## src/hdl/qrs_pkg.sv

```systemverilog
// Package for the quadratic root solver: payload widths, pipeline
// constants and the structs carried between the cells. No dependencies.
`default_nettype none
package qrs_pkg;
   localparam int COEF_WIDTH = 16;
   localparam int DISC_WIDTH = 34;
   localparam int ROOT_WIDTH = 32;
   localparam int ROOT_SHIFT = 15;
   localparam int RAD_WIDTH = 64;
   localparam int REM_WIDTH = ROOT_WIDTH + 3;
   localparam int NUM_WIDTH = 34;
   localparam int SQRT_CELLS = RAD_WIDTH / 2;
   localparam int DIV_CELLS = NUM_WIDTH;

   typedef struct packed {
      logic                    valid;
      logic                    ok;
      logic                    a_neg;
      logic [COEF_WIDTH-1:0]   a_mag;
      logic [COEF_WIDTH-1:0]   coef_b;
      logic [DISC_WIDTH-1:0]   disc;
   } side_type;

   typedef struct packed {
      side_type                side;
      logic [RAD_WIDTH-1:0]    rad;
      logic [REM_WIDTH-1:0]    rem;
      logic [ROOT_WIDTH-1:0]   root;
   } sq_type;

   typedef struct packed {
      side_type                side;
      logic                    np_neg;
      logic                    nm_neg;
      logic [NUM_WIDTH-1:0]    np;
      logic [NUM_WIDTH-1:0]    nm;
      logic [COEF_WIDTH-1:0]   rp;
      logic [COEF_WIDTH-1:0]   rm;
   } dv_type;
endpackage
`default_nettype wire

```

## src/hdl/qrs_div_cell.sv

```systemverilog
// One cell of the divider chain: one quotient bit for each of the two
// numerators per stage, by restoring division. Depends on qrs_pkg.
`default_nettype none
module qrs_div_cell (
   input  logic           clock,
   input  logic           reset,
   input  logic           en,
   input  qrs_pkg::dv_type cell_in,
   output qrs_pkg::dv_type cell_out
);
   import qrs_pkg::*;

   dv_type                stage_ff, stage_in;
   logic [COEF_WIDTH:0]   tp, tm, dvs;

   always_comb begin
      dvs = {1'b0, cell_in.side.a_mag};
      tp = {cell_in.rp, cell_in.np[NUM_WIDTH-1]};
      tm = {cell_in.rm, cell_in.nm[NUM_WIDTH-1]};
      stage_in = cell_in;
      if (tp >= dvs) begin
         stage_in.rp = COEF_WIDTH'(tp - dvs);
         stage_in.np = {cell_in.np[NUM_WIDTH-2:0], 1'b1};
      end else begin
         stage_in.rp = tp[COEF_WIDTH-1:0];
         stage_in.np = {cell_in.np[NUM_WIDTH-2:0], 1'b0};
      end
      if (tm >= dvs) begin
         stage_in.rm = COEF_WIDTH'(tm - dvs);
         stage_in.nm = {cell_in.nm[NUM_WIDTH-2:0], 1'b1};
      end else begin
         stage_in.rm = tm[COEF_WIDTH-1:0];
         stage_in.nm = {cell_in.nm[NUM_WIDTH-2:0], 1'b0};
      end
   end

   always_ff @(posedge clock) begin
      if (reset) begin
         stage_ff.side.valid <= 1'b0;
      end else if (en) begin
         stage_ff <= stage_in;
      end
   end

   assign cell_out = stage_ff;
endmodule
`default_nettype wire

```

## config.mk

```make
export PLATFORM = sky130hd
export DESIGN_NAME = qrs_div_cell
export DESIGN_NICKNAME = d
export VERILOG_FILES = /design/src/hdl/qrs_pkg.sv /design/src/hdl/qrs_div_cell.sv
export SDC_FILE = /design/constraint.sdc
export NUM_CORES = 1
export LEC_CHECK = 0
export ABC_CLOCK_PERIOD_IN_PS = 10100
export BUFFER_PORTS_ARGS = -buffer_cell sky130_fd_sc_hd__buf_2
export CORE_AREA = 2 2 132 134
export DETAILED_ROUTE_END_ITERATION = 8
export DIE_AREA = 0 0 134 136
export GPL_ROUTABILITY_DRIVEN = 1
export PLACE_DENSITY = 0.81
export SLEW_MARGIN = 20
export SYNTH_ARGS = -nofsm -noshare
export SYNTH_HDL_FRONTEND = slang
export SYNTH_SLANG_ARGS = --single-unit
```

## constraint.sdc

```tcl
create_clock -name clock -period 10.1 [get_ports clock]
set_input_delay 0.505 -clock clock [delete_from_list [all_inputs] [get_ports clock]]
set_output_delay 0.505 -clock clock [all_outputs]
set_load 0.1 [all_outputs]
```

Word level (Yosys, flattened, before mapping). Cells that the tools add are included.

Order comparisons: 2. Bitwise operators: 1. Mux-type cells: 4. Reductions and logical operators: 1. Add/sub/neg operators: 2.

Operators with widths (number): $ge A17 B16 Y1 (2); $mux W16 (2); $sub A16 B16 Y16 (2); $mux W1 (2); $reduce_and A2 Y1 (1); $not A1 Y1 (1).

Input bits: 174. Output and inout port bits: 171. Word-level logic and storage cells: 22. Flip-flop bits (word level): 171.

Depth between registers and ports, before layout.
Depth in word-level cells: 2. Mapped depth: 11. Gate-level depth less buffers: 9.

Worst setup path after synthesis. No wires, ideal clock.

Path kind: input -> register. Start point: input port reset. End point: register stage_ff, in the netlist cell_out[0], enable pin. Stages: 1. Setup time: 0.725 ns. Buffers on the path: 0. Slack: 1.339 ns. Data required time: 9.375 ns. Arrival: 8.036 ns. Path through: nor2b_1.

Cells in the longest elaborated chain, start to end: 2.

Ends and longest elaborated chain: from (decl) (line qrs_div_cell.sv:6) `input logic reset,`; $not A1 Y1 (no source line); $reduce_and A2 Y1 (no source line); to (signal assigned) (line qrs_div_cell.sv:41) `stage_ff <= stage_in;`; to (decl) (line qrs_div_cell.sv:13) `dv_type stage_ff, stage_in;`.

Every way passes these cells. A chain may end at the register's enable or synchronous reset.

==> impl_summary.md <==
Critical path
The critical path in this run is classified as in2reg. The largest stage delay on the critical path is 0.74 ns. The arrival time of the worst setup path is 3.13 ns. The worst reg-to-reg setup slack is 9.51 ns. The kind of capture point of the worst setup path is a flip-flop. The nature of the critical path startpoint is a primary input. The critical path launch point is cell_in[166]. In this run the worst path has a maximum fanout of 17.

Walking the worst path, the cells encountered are buf_2 > inv_1 > ha_1 > a21o_1 > a211o_1 > a31oi_1 > o21a_1 > mux2_2. The worst reg2reg path startpoint is cell_out[170]. The cell with the largest stage delay on the worst path is o21a_1.

The reg-to-reg critical path endpoint is cell_out[170]. The data required time at the worst endpoint is 10.27 ns. The worst reg2reg path depth is 2.

Hold path
The worst-case hold path end point is cell_out[52]. The min-delay analysis places its worst path in the category in2reg. Along the worst hold path, the cell count comes to 1. The beginning of the worst hold path is cell_in[51].

Power
The switching share of total power is 38.7%. The leakage component of the power is 4.24 nW. The worst-case IR drop observed on VDD is 117 µV. The internal power is 0.00129 W. For this design the ratio of total power to cell area is 213 nW/µm². The sequential cell fraction of total power is 40.7%. In this run the power spent charging and discharging nets is 0.000815 W. Of the total power, combinational logic draws 30.0%. Per report_power, the clock group accounts for 29.3% of the total.

Floorplanning
The number of ports placed on the die boundary is 345. The core region is 16900 µm². The die is 136 µm tall. The area enclosed by the die boundary is 18200 µm². The die is 134 µm wide. The initial utilization of the core area, before any placement, comes to 43.7%. The number of cell rows is 48.

Final layout
The final net count is 1045. At the end of the flow the core is filled with cells to 58.6%. The most common cell after layout, fill and taps aside is buf_2. The signed area change from the synthesized netlist to the final layout is 34.1%. The fraction of final layout cells sized beyond drive strength 1 is 48.1%.

Leaving out fill and tap cells, the most frequent cells in the layout are 344 x buf_2, 170 x edfxtp_1, 32 x ha_1. The number of flip-flops in the largest register is 171.

GRT
The pin count of the biggest net entering global routing is 83. Global routing used 23.7% of the available tracks across all layers. The first global-routing pass estimated 31300 µm of wire.

The leftover overflow at the end of global routing is 0. The initial antenna violation count is 5. The via count of the first global-routing pass is 5151.

CTS
The number of levels in the clock H-tree is 4. The count of clock tree sinks is 171. The clock transition at the registers of the reported paths is 0.07 ns.

The maximum count of clock buffers along a single path is 2. The clock latency reported for the late side of the worst-skew pair is 0.42 ns. The CTS tree is yes.

After clock tree synthesis, the flow added hold-fix buffers numbering 0. The number of buffers inserted by post-CTS setup repair is 0. The number of gates resized after CTS was 0.

TritonCTS created 17 clock buffers. The clock root buffer master is clkbuf_16.

Synthesis
The number of warnings issued by yosys is 0. The total nets after synthesis is 692. For this run, the leading register cell type out of synthesis is edfxtp_1. After synthesis the netlist holds a flip-flop and latch count of 171. After synthesis, flip-flops and latches occupy 69.5% of the total area.

The post-synthesis instance total is 484. After synthesis the cells add up to 7370 µm². The number of distinct standard cells referenced by the synthesized netlist is 67. The synthesized design contains 170 enable-type register cells.

The average instance in the mapped netlist occupies 15.2 µm². The proportion of register bits with asynchronous set or reset after synthesis is 0%.

Routing
The total vias in the final route is 5514. After detailed routing, the total wire length is 22300 µm. The DRC violations left is 0. For this run, the detailed router's first-pass iteration total came to 4. After the first detailed-routing iteration, the DRC count stood at 358.

The remaining antenna violation count after routing is 0. The vias per cell is 5.11. After detailed routing, the average wire length per cell comes to 20.7 µm.

Place
The last weighted congestion value of the routability-driven placer is 0.884. The number of port buffers is 344. The final HPWL from detailed placement is 17700 µm. The worst slack at placement is 6.71 ns.

Timing
Setup violations remaining at the end of the flow were counted as 0. The final setup TNS is 0 ns. The shortest clock period the worst path allows after layout is 2.96 ns. The post-layout worst setup margin is 7.14 ns. The final hold violation count came to 0.

The tightest slew margin relative to the limit is 27.1%. The share of the cycle needed by the critical path after routing is 29.3%. Derived from the worst setup path, the maximum achievable clock frequency is 338 MHz.

The max-slew violation count is 0. At the pin with the least slew margin, the transition time is 1.09 ns. For the final database, setup skew stands at 0 ns. Setup repair after global routing left no endpoint under its margin.

Flow run
The number of max-capacitance violations reported is 0.

Outcome
The run finished with clean final reports.
==> worst max-delay path by stage <==
stage | cells after the start | slack [ns] | to
final | 8 | 7.14 | cell_out[6]
after global routing | 9 | 6.88 | cell_out[26]
after floorplan | 1 | 1.34 | cell_out[0]
after detailed placement | 8 | 6.71 | cell_out[6]
after CTS | 8 | 7.17 | cell_out[6]
after global placement | 9 | 6.76 | cell_out[3]
==> layout make-up <==
| cell class | count | area, µm² |
|---|---|---|
| clock inverters | 14 | 128 |
| inverters | 23 | 86.3 |
| multi-input cells | 278 | 2090 |
| clock buffers | 18 | 429 |
| repair buffers | 346 | 1740 |
| diodes | 4 | 10.0 |
| flip-flops and latches | 171 | 5120 |
| well taps | 225 | 282 |
| fillers | 1405 | 6990 |
==> synthesized netlist by cell type (2+ instances only) <==
| library cell | instances | area share, % |
|---|---|---|
| a211o_1 | 2 | 0.24 |
| and3_1 | 4 | 0.34 |
| ha_1 | 32 | 5.4 |
| o211ai_1 | 4 | 0.41 |
| or3_1 | 3 | 0.25 |
| xor2_1 | 8 | 0.95 |
| a31o_2 | 2 | 0.24 |
| and2b_1 | 2 | 0.20 |
| buf_2 | 3 | 0.20 |
| nand4_1 | 7 | 0.59 |
| a211oi_1 | 2 | 0.20 |
| o21ai_0 | 22 | 1.5 |
| o41ai_1 | 4 | 0.48 |
| nor3_1 | 10 | 0.68 |
| mux2_4 | 3 | 0.61 |
| fa_1 | 2 | 0.54 |
| a31oi_1 | 10 | 0.85 |
| nand2_1 | 29 | 1.5 |
| and3_2 | 3 | 0.31 |
| a21o_1 | 12 | 1.2 |
| nor2b_1 | 4 | 0.34 |
| nor4b_1 | 2 | 0.24 |
| xnor2_1 | 10 | 1.2 |
| a21oi_2 | 2 | 0.24 |
| edfxtp_1 | 170 | 69 |
| mux2_2 | 7 | 1.1 |
| o21a_1 | 7 | 0.71 |
| or2_2 | 2 | 0.17 |
| a2111oi_0 | 2 | 0.24 |
| inv_1 | 22 | 1.1 |
| mux2i_1 | 4 | 0.54 |
| a21oi_1 | 21 | 1.4 |
| nand2b_1 | 7 | 0.59 |
| clkbuf_1 | 4 | 0.20 |
| o21bai_1 | 2 | 0.20 |
| o31ai_1 | 4 | 0.41 |
| buf_6 | 2 | 0.31 |
| nor2_1 | 12 | 0.61 |
| nand3_1 | 8 | 0.54 |
==> power groups by stage <==
stage | clock network [W] | registers [W] | logic (W)
after floorplan | 0 | 0.00126 | 0.000134
after global placement | 0 | 0.000872 | 0.000628
after detailed placement | 0 | 0.000874 | 0.000632
after CTS | 0.000633 | 0.000859 | 0.000633
after global routing | 0.000661 | 0.000863 | 0.000656
final | 0.000618 | 0.000859 | 0.000632
==> critical path: cells and delay by family <==
family / cells / cell delay, ns
AOI/OAI and AO/OA: 4 / 1.65
adders and majority gates: 1 / 0.41
buffers and inverters: 2 / 0.15
muxes: 1 / 0.42
==> cells by family (layout without fill, tap and decap cells) <==
family / after synthesis / count (layout) / share of synthesized area, %
mux: 15 / 15 / 2.38
other cells: 0 / 4 / 0
flops: 171 / 171 / 69.5
fa+ha+maj: 34 / 34 / 5.97
xor+xnor: 18 / 18 / 2.14
simple gates: 100 / 100 / 7.09
compound gates: 111 / 111 / 10.6
buf+inv: 35 / 401 / 2.26
==> stage by stage <==
step	area [µm²]	hold slack (ns)	total power [W]	std cells
detailed placement	9320	0.516	0.00151	1043
global route	9870	0.225	0.00218	1075
CTS	9870	0.230	0.00213	1075
finish	9880	0.249	0.00211	1079
floorplan	7370	0.577	0.00139	484
global placement	9320	0.476	0.00150	1043
==> routing by layer <==
metal | global-route usage, % | vias to the layer above | wire, µm
met4 | 6.38 | 4 | 267
met3 | 7.87 | 25 | 1970
met2 | 39.6 | 234 | 11200
met1 | 29.6 | 2651 | 8830
met5 | 0 | - | 27
li1 | - | 2600 | -
(Power assumes the default switching activity.)
