==> config.mk <==
export PLATFORM = sky130hd
export DESIGN_NAME = qrs_sqrt_cell
export DESIGN_NICKNAME = d
export VERILOG_FILES = /design/src/hdl/qrs_pkg.sv /design/src/hdl/qrs_sqrt_cell.sv
export SDC_FILE = /design/constraint.sdc
export NUM_CORES = 1
export LEC_CHECK = 0
export BUFFER_PORTS_ARGS = -buffer_cell sky130_fd_sc_hd__buf_2
export CORE_AREA = 4 4 168 170
export CTS_BUF_LIST = sky130_fd_sc_hd__clkbuf_8
export DETAILED_ROUTE_END_ITERATION = 10
export DIE_AREA = 0 0 172 174
export PLACE_DENSITY = 0.67
export SKIP_CTS_REPAIR_TIMING = 1
export SYNTH_ARGS = -nofsm -noshare
export SYNTH_HDL_FRONTEND = slang
export SYNTH_SLANG_ARGS = --single-unit
==> constraint.sdc <==
create_clock -name clock -period 18.9 [get_ports clock]
set_clock_uncertainty 0.1 [all_clocks]
set_input_delay 0.945 -clock clock [delete_from_list [all_inputs] [get_ports clock]]
set_output_delay 0.945 -clock clock [all_outputs]
set_load 0.02 [all_outputs]
==> src/hdl/qrs_pkg.sv <==
// Package for the quadratic root solver: payload widths, pipeline
// constants and the structs carried between the cells. No dependencies.
`default_nettype none
package qrs_pkg;
   localparam int COEF_WIDTH = 16;
   localparam int DISC_WIDTH = 34;
   localparam int ROOT_WIDTH = 32;
   localparam int ROOT_SHIFT = 15;
   localparam int RAD_WIDTH = 64;
   localparam int REM_WIDTH = ROOT_WIDTH + 3;
   localparam int NUM_WIDTH = 34;
   localparam int SQRT_CELLS = RAD_WIDTH / 2;
   localparam int DIV_CELLS = NUM_WIDTH;

   typedef struct packed {
      logic                    valid;
      logic                    ok;
      logic                    a_neg;
      logic [COEF_WIDTH-1:0]   a_mag;
      logic [COEF_WIDTH-1:0]   coef_b;
      logic [DISC_WIDTH-1:0]   disc;
   } side_type;

   typedef struct packed {
      side_type                side;
      logic [RAD_WIDTH-1:0]    rad;
      logic [REM_WIDTH-1:0]    rem;
      logic [ROOT_WIDTH-1:0]   root;
   } sq_type;

   typedef struct packed {
      side_type                side;
      logic                    np_neg;
      logic                    nm_neg;
      logic [NUM_WIDTH-1:0]    np;
      logic [NUM_WIDTH-1:0]    nm;
      logic [COEF_WIDTH-1:0]   rp;
      logic [COEF_WIDTH-1:0]   rm;
   } dv_type;
endpackage
`default_nettype wire

==> src/hdl/qrs_sqrt_cell.sv <==
// One cell of the square root chain: retires two radicand bits and
// produces one root bit per stage. Depends on qrs_pkg.
`default_nettype none
module qrs_sqrt_cell (
   input  logic           clock,
   input  logic           reset,
   input  logic           en,
   input  qrs_pkg::sq_type cell_in,
   output qrs_pkg::sq_type cell_out
);
   import qrs_pkg::*;

   sq_type                stage_ff, stage_in;
   logic [REM_WIDTH-1:0]  rem_sh, trial;

   always_comb begin
      rem_sh = {cell_in.rem[REM_WIDTH-3:0], cell_in.rad[RAD_WIDTH-1 -: 2]};
      trial = {1'b0, cell_in.root, 2'b01};
      stage_in = cell_in;
      stage_in.rad = {cell_in.rad[RAD_WIDTH-3:0], 2'b00};
      if (rem_sh >= trial) begin
         stage_in.rem = rem_sh - trial;
         stage_in.root = {cell_in.root[ROOT_WIDTH-2:0], 1'b1};
      end else begin
         stage_in.rem = rem_sh;
         stage_in.root = {cell_in.root[ROOT_WIDTH-2:0], 1'b0};
      end
   end

   always_ff @(posedge clock) begin
      if (reset) begin
         stage_ff.side.valid <= 1'b0;
      end else if (en) begin
         stage_ff <= stage_in;
      end
   end

   assign cell_out = stage_ff;
endmodule
`default_nettype wire

* Yosys cells after proc, flatten, opt, wreduce, memory -nomap -nowiden
Cells that the tools add are included.
** Word-level totals
- Output and inout port bits :: 200
- RAM bits :: 0
- Bits in registers :: 198
- Logic and storage cells :: 14
- Bits in latches :: 0
- ROM bits :: 0
- Memories kept :: 0
** Cells by class
- Equality and inequality tests :: 0
- Bitwise gates (word level) :: 1
- Reductions and logical operators :: 1
- Shift operators :: 0
- Divide/modulo/power cells :: 0
- Muxes and demuxes :: 1
- Order comparisons :: 1
- Multipliers :: 0
- Add/sub/neg operators :: 1
** Operator list (number)
- $mux 67 :: 1
- $ge 35x34->1 :: 1
- $sub 35x34->35 :: 1
- $reduce_and 2->1 :: 1
- $not 1->1 :: 1

* Depth between registers and ports, before layout
Gate-level depths: netlist of the first run.
- Depth after elaboration :: 2
- Mapped depth :: 13
- Mapped depth without buffers :: 10

* Least setup slack after synthesis of the first run
OpenSTA, ideal clock, no wires.
- Path type :: in2reg
- Start point :: in reset
- End point :: reg stage_ff (netlist bit cell_out[0]), enable pin
- Stages :: 1
- Arrival :: 9.665 ns
- Setup slack :: 8.351 ns
- Setup time :: 0.784 ns
- Path buffers :: 0
- Required time :: 18.016 ns
- Path through :: nor2b_1
** On the way
- Word-level cells in the longest chain between the ends :: 2
** Ends and longest elaborated chain
- start: declaration :: line qrs_sqrt_cell.sv:6 : input logic reset,
- $not 1->1 (no line)
- $reduce_and 2->1 (no line)
- end signal: assignment :: line qrs_sqrt_cell.sv:34 : stage_ff <= stage_in;
- end: declaration :: line qrs_sqrt_cell.sv:13 : sq_type stage_ff, stage_in;
No other way between the ends.
A chain may end at the register's enable or synchronous reset.

==> summary.txt, run 1 <==
Final setup margin: 14.95 ns
Worst r2r dst: cell_out[199]$_SDFFE_PP0P_
Vias: 6181
Cell depth of the worst min-delay path: 2
Slew Limit Fails: 0
Hold Violations, Final: 0
Sinks on Clock Net: 198
RSZ-0062 raised after global routing: false
Worst slew pin tran: 0.951 ns
# fillers: 2553
Avg Cell Area, Syn: 14.7 um2
Total negative slack: 0 ns
Total GRT Usage: 17.1%
Net switching share of the total power: 31.1%
H-tree levels: 4
Seq/Total Area, Yosys: 70.6%
First-pass GRT wire length: 38500 um
Synth top area share: 70.4%
Startpoint types: input pin
Multi-input gate area: 2230 um2
Status: completed
IO buf count: 398
CP Data Required Time: 19.02 ns
TritonCTS clock tree: built
Met1 wire length: 10300 um
VDD IR-drop max: 0.0000486 V
Pre-antenna DRT Iters: 5
Ys flop type: edfxtp_1
CTS root buf: clkbuf_8
Hold Path Origin: cell_out[199]$_SDFFE_PP0P_
Synthesized instance count: 571
P_leak: 4.80 nW
Setup CP Type: input pin to register
Area Overhead vs Synth: 33.3%
Detail Route Antenna Nets: 0
Skew-Pair Late Insertion Delay: 0.45 ns
Core Rows: 60
Drt via density: 4.62
Ratio of cells with drive above 1 in the final layout: 45.9%
Routability congestion estimate: 0.880
Clock power frac: 27.9%
Met3 WL post-DR: 2100 um
NetSw: 0.000316 W
Ports: 403
WL per Instance: 20.3 um
Final net count: 1217
PwrDens: 90.6 nW/um2
Max_cap viols: 0
Unique cell type count in the Yosys netlist: 61
Pre-CTS setup slack: 14.45 ns
Die area: 29900 um2
Largest register FFs: 198
Worst Hold Class: register to register
Combinational Power Share: 20.0%
R2R Setup Slk: 18.19 ns
CTS max path bufs: 2
Ys Warns: 0
Number of synthesized flops with an enable pin: 197
Synthesized flop and latch total: 198
1st-iter DRT viols: 361
Routed Wire Length: 27100 um
Vias in the first global route: 6195
FF+latch area: 5940 um2
Synth area leader: edfxtp_1
Slew Limit Headroom: 36.6%
Post-route cell area: 11200 um2
Seq pwr share: 52.2%
Fin crit share: 20.9%
Die Height: 174 um
F_max: 253 MHz
Synth top area cells: edfxtp_1 70%, ha_1 5.1%, a21oi_1 2.7%
R2R cell count: 2
Core box area: 26700 um2
Placed instance area: 10800 um2
Global route total overflow: 0
Arrival time at the worst endpoint: 4.07 ns
Inst Count DP: 1302
Post-synth design cell area: 8410 um2
Die width: 172 um
Initial Util: 31.5%
Ys async rst share: 0%
Highest Signal Layer: met5
Metal2 WL: 13800 um
Clock Pin Slew Worst Setup and Hold Paths: 0.11 ns
Initial antenna violation count: 5
Hold path endpoint: cell_out[199]$_SDFFE_PP0P_
Pint: 0.000699 W
Minimum clock period: 3.95 ns
Post-detail-place hpwl: 21600 um
Finished Layout Cells: 1337
Critical Path End Type: register
Critical path peak fanout: 44
DRC Markers: 0
Largest net degree at the start of global routing: 71
Setup violators final: 0
Power, Total: 0.00102 W
FF-to-FF Start: cell_out[199]$_SDFFE_PP0P_
CTS buffer count: 17
kinds of logic (layout without fill, tap and decap cells):
group	Yosys count	in the layout	share of synthesized area, %
flops	198	198	70.6
compound gates	121	121	9.61
mux	15	15	1.99
xor+xnor	31	31	3.23
buf+inv	59	480	3.11
simple gates	112	112	6.35
fa+ha+maj	34	34	5.06
other cells	1	5	0.0446
through the flow:
stage | hold WS, ns | utilization (%)
6_report | 0.428 | 41.9
5_1_grt | 0.471 | 41.9
2_1_floorplan | 0.479 | -
3_5_place_dp | 0.401 | 40.4
3_3_place_gp | 0.376 | 40.4
4_1_cts | 0.429 | 41.9
worst max-delay path, cell delays in order:
cell and delay, ns:
buf_2 0.08, inv_1 0.04, ha_1 0.44, nand4_1 0.19, nand2b_1 0.20, or3_1 0.34
a211oi_2 0.37, o31ai_2 0.17, o21ai_4 0.37, buf_4 0.49, mux2_2 0.39
Yosys cell counts, types with 3 or more instances:
cell,number
o21bai_1,3
a21oi_1,46
inv_1,46
nand2_1,20
a21o_1,8
nor2_1,46
a31oi_1,3
nor3_1,10
o21ai_0,20
nor2b_1,5
and3_1,5
a311oi_1,3
mux2i_1,4
ha_1,34
mux2_1,4
xnor2_1,21
nor4_1,3
o31a_1,3
or3_1,4
edfxtp_1,197
buf_2,4
xor2_1,10
nand4_1,9
a21oi_2,4
o211ai_1,5
a211oi_1,3
buf_4,5
mux2_2,6
o21a_1,3
layer usage:
layer	up-vias	global-route usage (%)
li1	2967	-
met1	2940	19.1
met2	223	30.3
met3	43	5.25
met4	8	6.09
met5	-	0
final cells by class:
| class | instances | share of cell area, % |
|---|---|---|
| flip-flops and latches | 198 | 53.0 |
| multi-input cells | 315 | 19.9 |
| repair buffers | 402 | 18.0 |
| well taps | 341 | 3.81 |
| clock buffers | 17 | 2.09 |
| clock inverters | 15 | 1.60 |
| inverters | 46 | 1.54 |
| diodes | 3 | 0.0670 |
worst max-delay path by stage:
| stage | startpoint | to | slack (ns) | cells after the start |
|---|---|---|---|---|
| 3_5_place_dp | cell_in[22] | cell_out[48]$_DFFE_PP_ | 14.45 | 11 |
| 5_1_grt | cell_in[22] | cell_out[66]$_DFFE_PP_ | 14.80 | 12 |
| 3_3_place_gp | cell_in[22] | cell_out[60]$_DFFE_PP_ | 14.43 | 11 |
| 2_1_floorplan | reset | cell_out[0]$_DFFE_PP_ | 8.35 | 1 |
| 6_report | cell_in[22] | cell_out[35]$_DFFE_PP_ | 14.95 | 11 |
| 4_1_cts | cell_in[22] | cell_out[60]$_DFFE_PP_ | 14.97 | 11 |
power groups by stage:
stage,Combinational (W),Sequential [W],Clock [W]
after global placement,0.000202,0.000539,0
after floorplan,0.0000816,0.000589,0
after global routing,0.000220,0.000533,0.000311
final,0.000203,0.000530,0.000283
after CTS,0.000206,0.000530,0.000293
after detailed placement,0.000205,0.000540,0
placed cells by master, fill, tap and decap left out, drive strengths merged, types with 2 or more instances in the layout:
master / n
buf: 402
edfxtp: 197
inv: 55
a21oi: 50
nor2: 46
ha: 34
o21ai: 22
xnor2: 21
nand2: 20
clkbuf: 17
mux2: 11
nor3: 10
xor2: 10
nand4: 9
a21o: 8
o211ai: 6
clkinv: 6
and3: 5
nor2b: 5
or3: 4
mux2i: 4
nor4: 4
a211oi: 4
diode: 3
o21a: 3
a31oi: 3
a311oi: 3
o21bai: 3
o31a: 3
nand3: 2
and4: 2
or2: 2
conb: 2
o31ai: 2
a21boi: 2
Note: power is estimated with default switching activity, not from simulation.
==> run 2: changes to the inputs <==
==> constraint.sdc (replaced) <==
create_clock -name clock -period 3.8 [get_ports clock]
set_clock_uncertainty 0.1 [all_clocks]
set_input_delay 0.19 -clock clock [delete_from_list [all_inputs] [get_ports clock]]
set_output_delay 0.19 -clock clock [all_outputs]
set_load 0.02 [all_outputs]
==> run 2 against run 1 <==
Final cell count increased by 15%. Wire length increased by 13%. Register-to-register slack got worse by 16 ns. Cell area increased by 18%. Critical endpoint is now cell_out[60]$_DFFE_PP_. Largest power group unchanged.
==> summary.txt, run 2 (synthesis results as in run 1) <==
Status: completed
Routed Wire Length: 30600 um
Hold Slack: 0.0200 ns
CTS max path bufs: 2
Routability congestion estimate: 0.882
Slew Limit Headroom: 40.0%
Post-detail-place hpwl: 21800 um
Core box area: 26700 um2
M3 GR Usage: 6.23%
Critical path peak fanout: 6
VDD IR-drop max: 0.000199 V
Detail Route Antenna Nets: 0
Arrival time at the worst endpoint: 3.34 ns
Startpoint types: input pin
Grt peak-use layer: met2
Ratio of cells with drive above 1 in the final layout: 38.9%
Setup CP Type: input pin to register
Slew Limit Fails: 0
Hold Violations, Final: 0
Drt via density: 4.66
Power, Total: 0.00539 W
Finished Layout Cells: 1534
Inst Count DP: 1307
P_leak: 5.66 nW
Critical Path End Type: register
CTS buffer count: 17
WL per Instance: 20.0 um
Total negative slack: 0 ns
1st-iter DRT viols: 482
Most frequent cells in the layout: 398 x buf_2, 197 x edfxtp_1, 191 x dlygate4sd3_1
Worst Hold Class: input pin to register
Initial antenna violation count: 4
Vias: 7142
Vias in the first global route: 6366
Fin crit share: 84.7%
Die Height: 174 um
Die width: 172 um
Clock Pin Slew Worst Setup and Hold Paths: 0.13 ns
IO buf count: 398
First-pass GRT wire length: 39200 um
Largest register FFs: 198
Final net count: 1413
TritonCTS clock tree: built
CTS root buf: clkbuf_8
DRC Markers: 0
F_max: 311 MHz
Met1 usage in global routing: 19.1%
H-tree levels: 4
Worst slew pin tran: 0.899 ns
Total GRT Usage: 17.4%
Die area: 29900 um2
Area Overhead vs Synth: 57.9%
Core Rows: 60
GRT met2 Usage: 30.5%
Largest net degree at the start of global routing: 58
R2R Setup Slk: 2.53 ns
Skew-Pair Late Insertion Delay: 0.47 ns
Most common cell after layout, fill and taps aside: buf_2
Initial Util: 31.5%
PwrDens: 406 nW/um2
RSZ-0062 raised after global routing: false
CP Data Required Time: 3.92 ns
Minimum clock period: 3.22 ns
Sinks on Clock Net: 198
Max_cap viols: 0
Ports: 403
Pre-antenna DRT Iters: 5
Setup violators final: 0
Global route total overflow: 0
[run 2: layer usage]
layer	routed length (um)	vias up
li1	-	3359
met2	15200	302
met1	11700	3409
met3	2200	70
met4	1500	2
met5	17	-
[run 2: area by class of cell]
type                            count  area [um2]
Multi-Input combinational cell    315        2230
Inverter                           46         173
Antenna cell                        4        10.0
Timing Repair Buffer              598        4030
Tap cell                          341         427
Fill cell                        2318       13500
Clock inverter                     15         230
Sequential cell                   198        5940
Clock buffer                       17         234
[run 2: final timing paths]
path | start | end | cells after the start
setup reg to reg | cell_out[199]$_SDFFE_PP0P_ | cell_out[199]$_SDFFE_PP0P_ | 3
hold / removal | cell_in[32] | cell_out[34]$_DFFE_PP_ | 3
hold reg to reg | cell_out[199]$_SDFFE_PP0P_ | cell_out[199]$_SDFFE_PP0P_ | 3
setup / recovery | cell_in[5] | cell_out[60]$_DFFE_PP_ | 12
[run 2: critical path: stages]
cell           delay, ns
dlygate4sd3_1       0.52
buf_2               0.10
inv_1               0.04
ha_1                0.38
a211oi_1            0.27
o21bai_1            0.18
nor4_2              0.34
o21ai_2             0.17
a211oi_1            0.46
o221ai_1            0.24
xnor2_1             0.17
mux2_2              0.26
[run 2: metrics by stage]
step / worst slack, ns / utilization [%] / cell area [um2]
after CTS: 1.15 / 42.5 / 11400
after detailed placement: 0.642 / 40.7 / 10900
after global placement: 0.708 / 40.7 / 10900
after floorplan: 0.126 / - / 8420
final: 0.580 / 49.7 / 13300
after global routing: 0.333 / 49.7 / 13300
[run 2: power by group]
part	total, W	internal, W	leakage, nW	switching, W
clock	0.00155	0.000601	0.229	0.000950
sequential	0.00264	0.00260	1.86	0.0000418
combinational	0.00120	0.000511	3.58	0.000689
total	0.00539	0.00371	5.66	0.00168
==> run 3: changes to the inputs <==
--- a/config.mk
+++ b/config.mk
@@ -10,7 +10,7 @@
 export CTS_BUF_LIST = sky130_fd_sc_hd__clkbuf_8
 export DETAILED_ROUTE_END_ITERATION = 10
 export DIE_AREA = 0 0 172 174
-export PLACE_DENSITY = 0.67
+export PLACE_DENSITY = 0.69
 export SKIP_CTS_REPAIR_TIMING = 1
 export SYNTH_ARGS = -nofsm -noshare
 export SYNTH_HDL_FRONTEND = slang
==> constraint.sdc (replaced) <==
create_clock -name clock -period 2.92 [get_ports clock]
set_clock_uncertainty 0.1 [all_clocks]
set_input_delay 0.146 -clock clock [delete_from_list [all_inputs] [get_ports clock]]
set_output_delay 0.146 -clock clock [all_outputs]
set_load 0.02 [all_outputs]
==> run 3 against run 2 <==
Sequential share of layout area is 0.68 points lower. Cell area is 1.5% higher. Final cell count is 2.2% higher. Register-to-register slack worse by 0.86 ns. Clock-buffer cell count stayed put. Non-clock buffer count is 37 higher. Critical endpoint unchanged. Largest power group unchanged. Highest routed layer unchanged.
==> summary.txt, run 3 (synthesis results as in run 1) <==
Global route total overflow: 0
Total negative slack: 0 ns
Detail Route Antenna Nets: 0
Pre-antenna DRT Iters: 5
Slew Limit Fails: 0
P_leak: 5.81 nW
Total GRT Usage: 17.3%
Finished Layout Cells: 1568
Worst path slowest cell: dlygate4sd3_1
R2R Setup Slk: 1.67 ns
CP Data Required Time: 3.05 ns
Die width: 172 um
Core Rows: 60
IO buf count: 398
Final net count: 1450
Skew-Pair Late Insertion Delay: 0.47 ns
CP Cell Sequence: dlygate4sd3_1 -> buf_2 -> inv_1 -> ha_1 -> a211oi_1 -> o21bai_1 -> buf_4 -> o21ai_0 -> o21ai_2 -> a211oi_1 -> buf_4 -> o221ai_1 -> xnor2_1 -> mux2_2
FF+latch area: 5940 um2
Inst Count DP: 1339
Most frequent cells in the layout: 398 x buf_2, 197 x edfxtp_1, 196 x dlygate4sd3_1
Minimum clock period: 2.82 ns
Routed Wire Length: 30800 um
Initial antenna violation count: 6
CTS root buf: clkbuf_8
CTS buffer count: 17
Max_cap viols: 0
Largest net degree at the start of global routing: 87
Setup CP Type: input pin to register
Final setup margin: 0.0969 ns
Peak per-stage delay on the critical path: 0.54 ns
Startpoint types: input pin
Core box area: 26700 um2
Routability congestion estimate: 0.850
1st-iter DRT viols: 498
Critical path's top delay family: compound AO/OA/AOI/OAI gates
Hold Violations, Final: 0
Clock Pin Slew Worst Setup and Hold Paths: 0.11 ns
PwrDens: 515 nW/um2
Worst Hold Class: input pin to register
Largest register FFs: 198
Worst path bufs/invs: 5
Worst slew pin tran: 0.523 ns
Die area: 29900 um2
Hold Slack: 0.0249 ns
Arrival time at the worst endpoint: 2.95 ns
Critical Path End Type: register
WL per Instance: 19.7 um
Drt via density: 4.65
F_max: 354 MHz
Sinks on Clock Net: 198
Initial Util: 31.5%
Critical path peak fanout: 5
Status: completed
Pre-CTS setup slack: -0.0306 ns
Area Overhead vs Synth: 60.3%
Vias: 7295
H-tree levels: 4
Fin crit share: 96.7%
First-pass GRT wire length: 39000 um
# fillers: 2312
Setup violators final: 0
Die Height: 174 um
DRC Markers: 0
Multi-input gate area: 2230 um2
Ports: 403
CTS max path bufs: 2
Most common cell after layout, fill and taps aside: buf_2
Vias in the first global route: 6419
Ratio of cells with drive above 1 in the final layout: 40.2%
VDD IR-drop max: 0.000341 V
Slew Limit Headroom: 65.1%
TritonCTS clock tree: built
Post-detail-place hpwl: 21700 um
[run 3: cell count changes in the layout (fill, tap and decap cells not counted), sizes merged]
cell         previous run  this run
buf                   407       439
dlygate4sd3           191       196
diode                   4         1
bufinv                  1         0
inv                    55        56
[run 3: final timing paths]
check                                                start                          to  cells after the start
worst max-delay path                            cell_in[4]      cell_out[60]$_DFFE_PP_                     14
worst min-delay path                           cell_in[57]      cell_out[59]$_DFFE_PP_                      3
worst max register to register  cell_out[199]$_SDFFE_PP0P_  cell_out[199]$_SDFFE_PP0P_                      3
worst min register to register  cell_out[199]$_SDFFE_PP0P_  cell_out[199]$_SDFFE_PP0P_                      3
[run 3: final cells by class]
type | count | share of cell area [%]
inverter | 46 | 1.28
sequential | 198 | 44.0
clock inverter | 15 | 1.31
timing repair buffer | 635 | 31.9
antenna | 1 | 0.0186
clock buffer | 17 | 1.74
multi-input combinational | 315 | 16.5
tap | 341 | 3.17
[run 3: layer usage]
layer,wire length (um),vias up,track usage [%]
met5,67,-,0
met2,16200,316,31.4
met4,730,10,4.85
met1,11700,3481,19.5
met3,2150,50,5.34
li1,-,3438,-
[run 3: through the flow]
stage          power [W]  cell area [um2]  utilization [%]
2_1_floorplan    0.00431             8420                -
3_3_place_gp     0.00487            11100             41.5
3_5_place_dp     0.00489            11100             41.5
4_1_cts          0.00677            11500             43.1
5_1_grt          0.00725            13500             50.4
6_report         0.00693            13500             50.4
[run 3: worst register-to-register path, stage by stage (launching register included)]
cell and delay (ns):
dfxtp_1 0.33, mux2i_1 0.13, nor2_1 0.05, dlygate4sd3_1 0.55
[run 3: power breakdown]
group | total, W | switching (W) | internal (W)
clock | 0.00188 | 0.00121 | 0.000665
combinational | 0.00162 | 0.000907 | 0.000713
sequential | 0.00343 | 0.0000548 | 0.00338
total | 0.00693 | 0.00218 | 0.00476
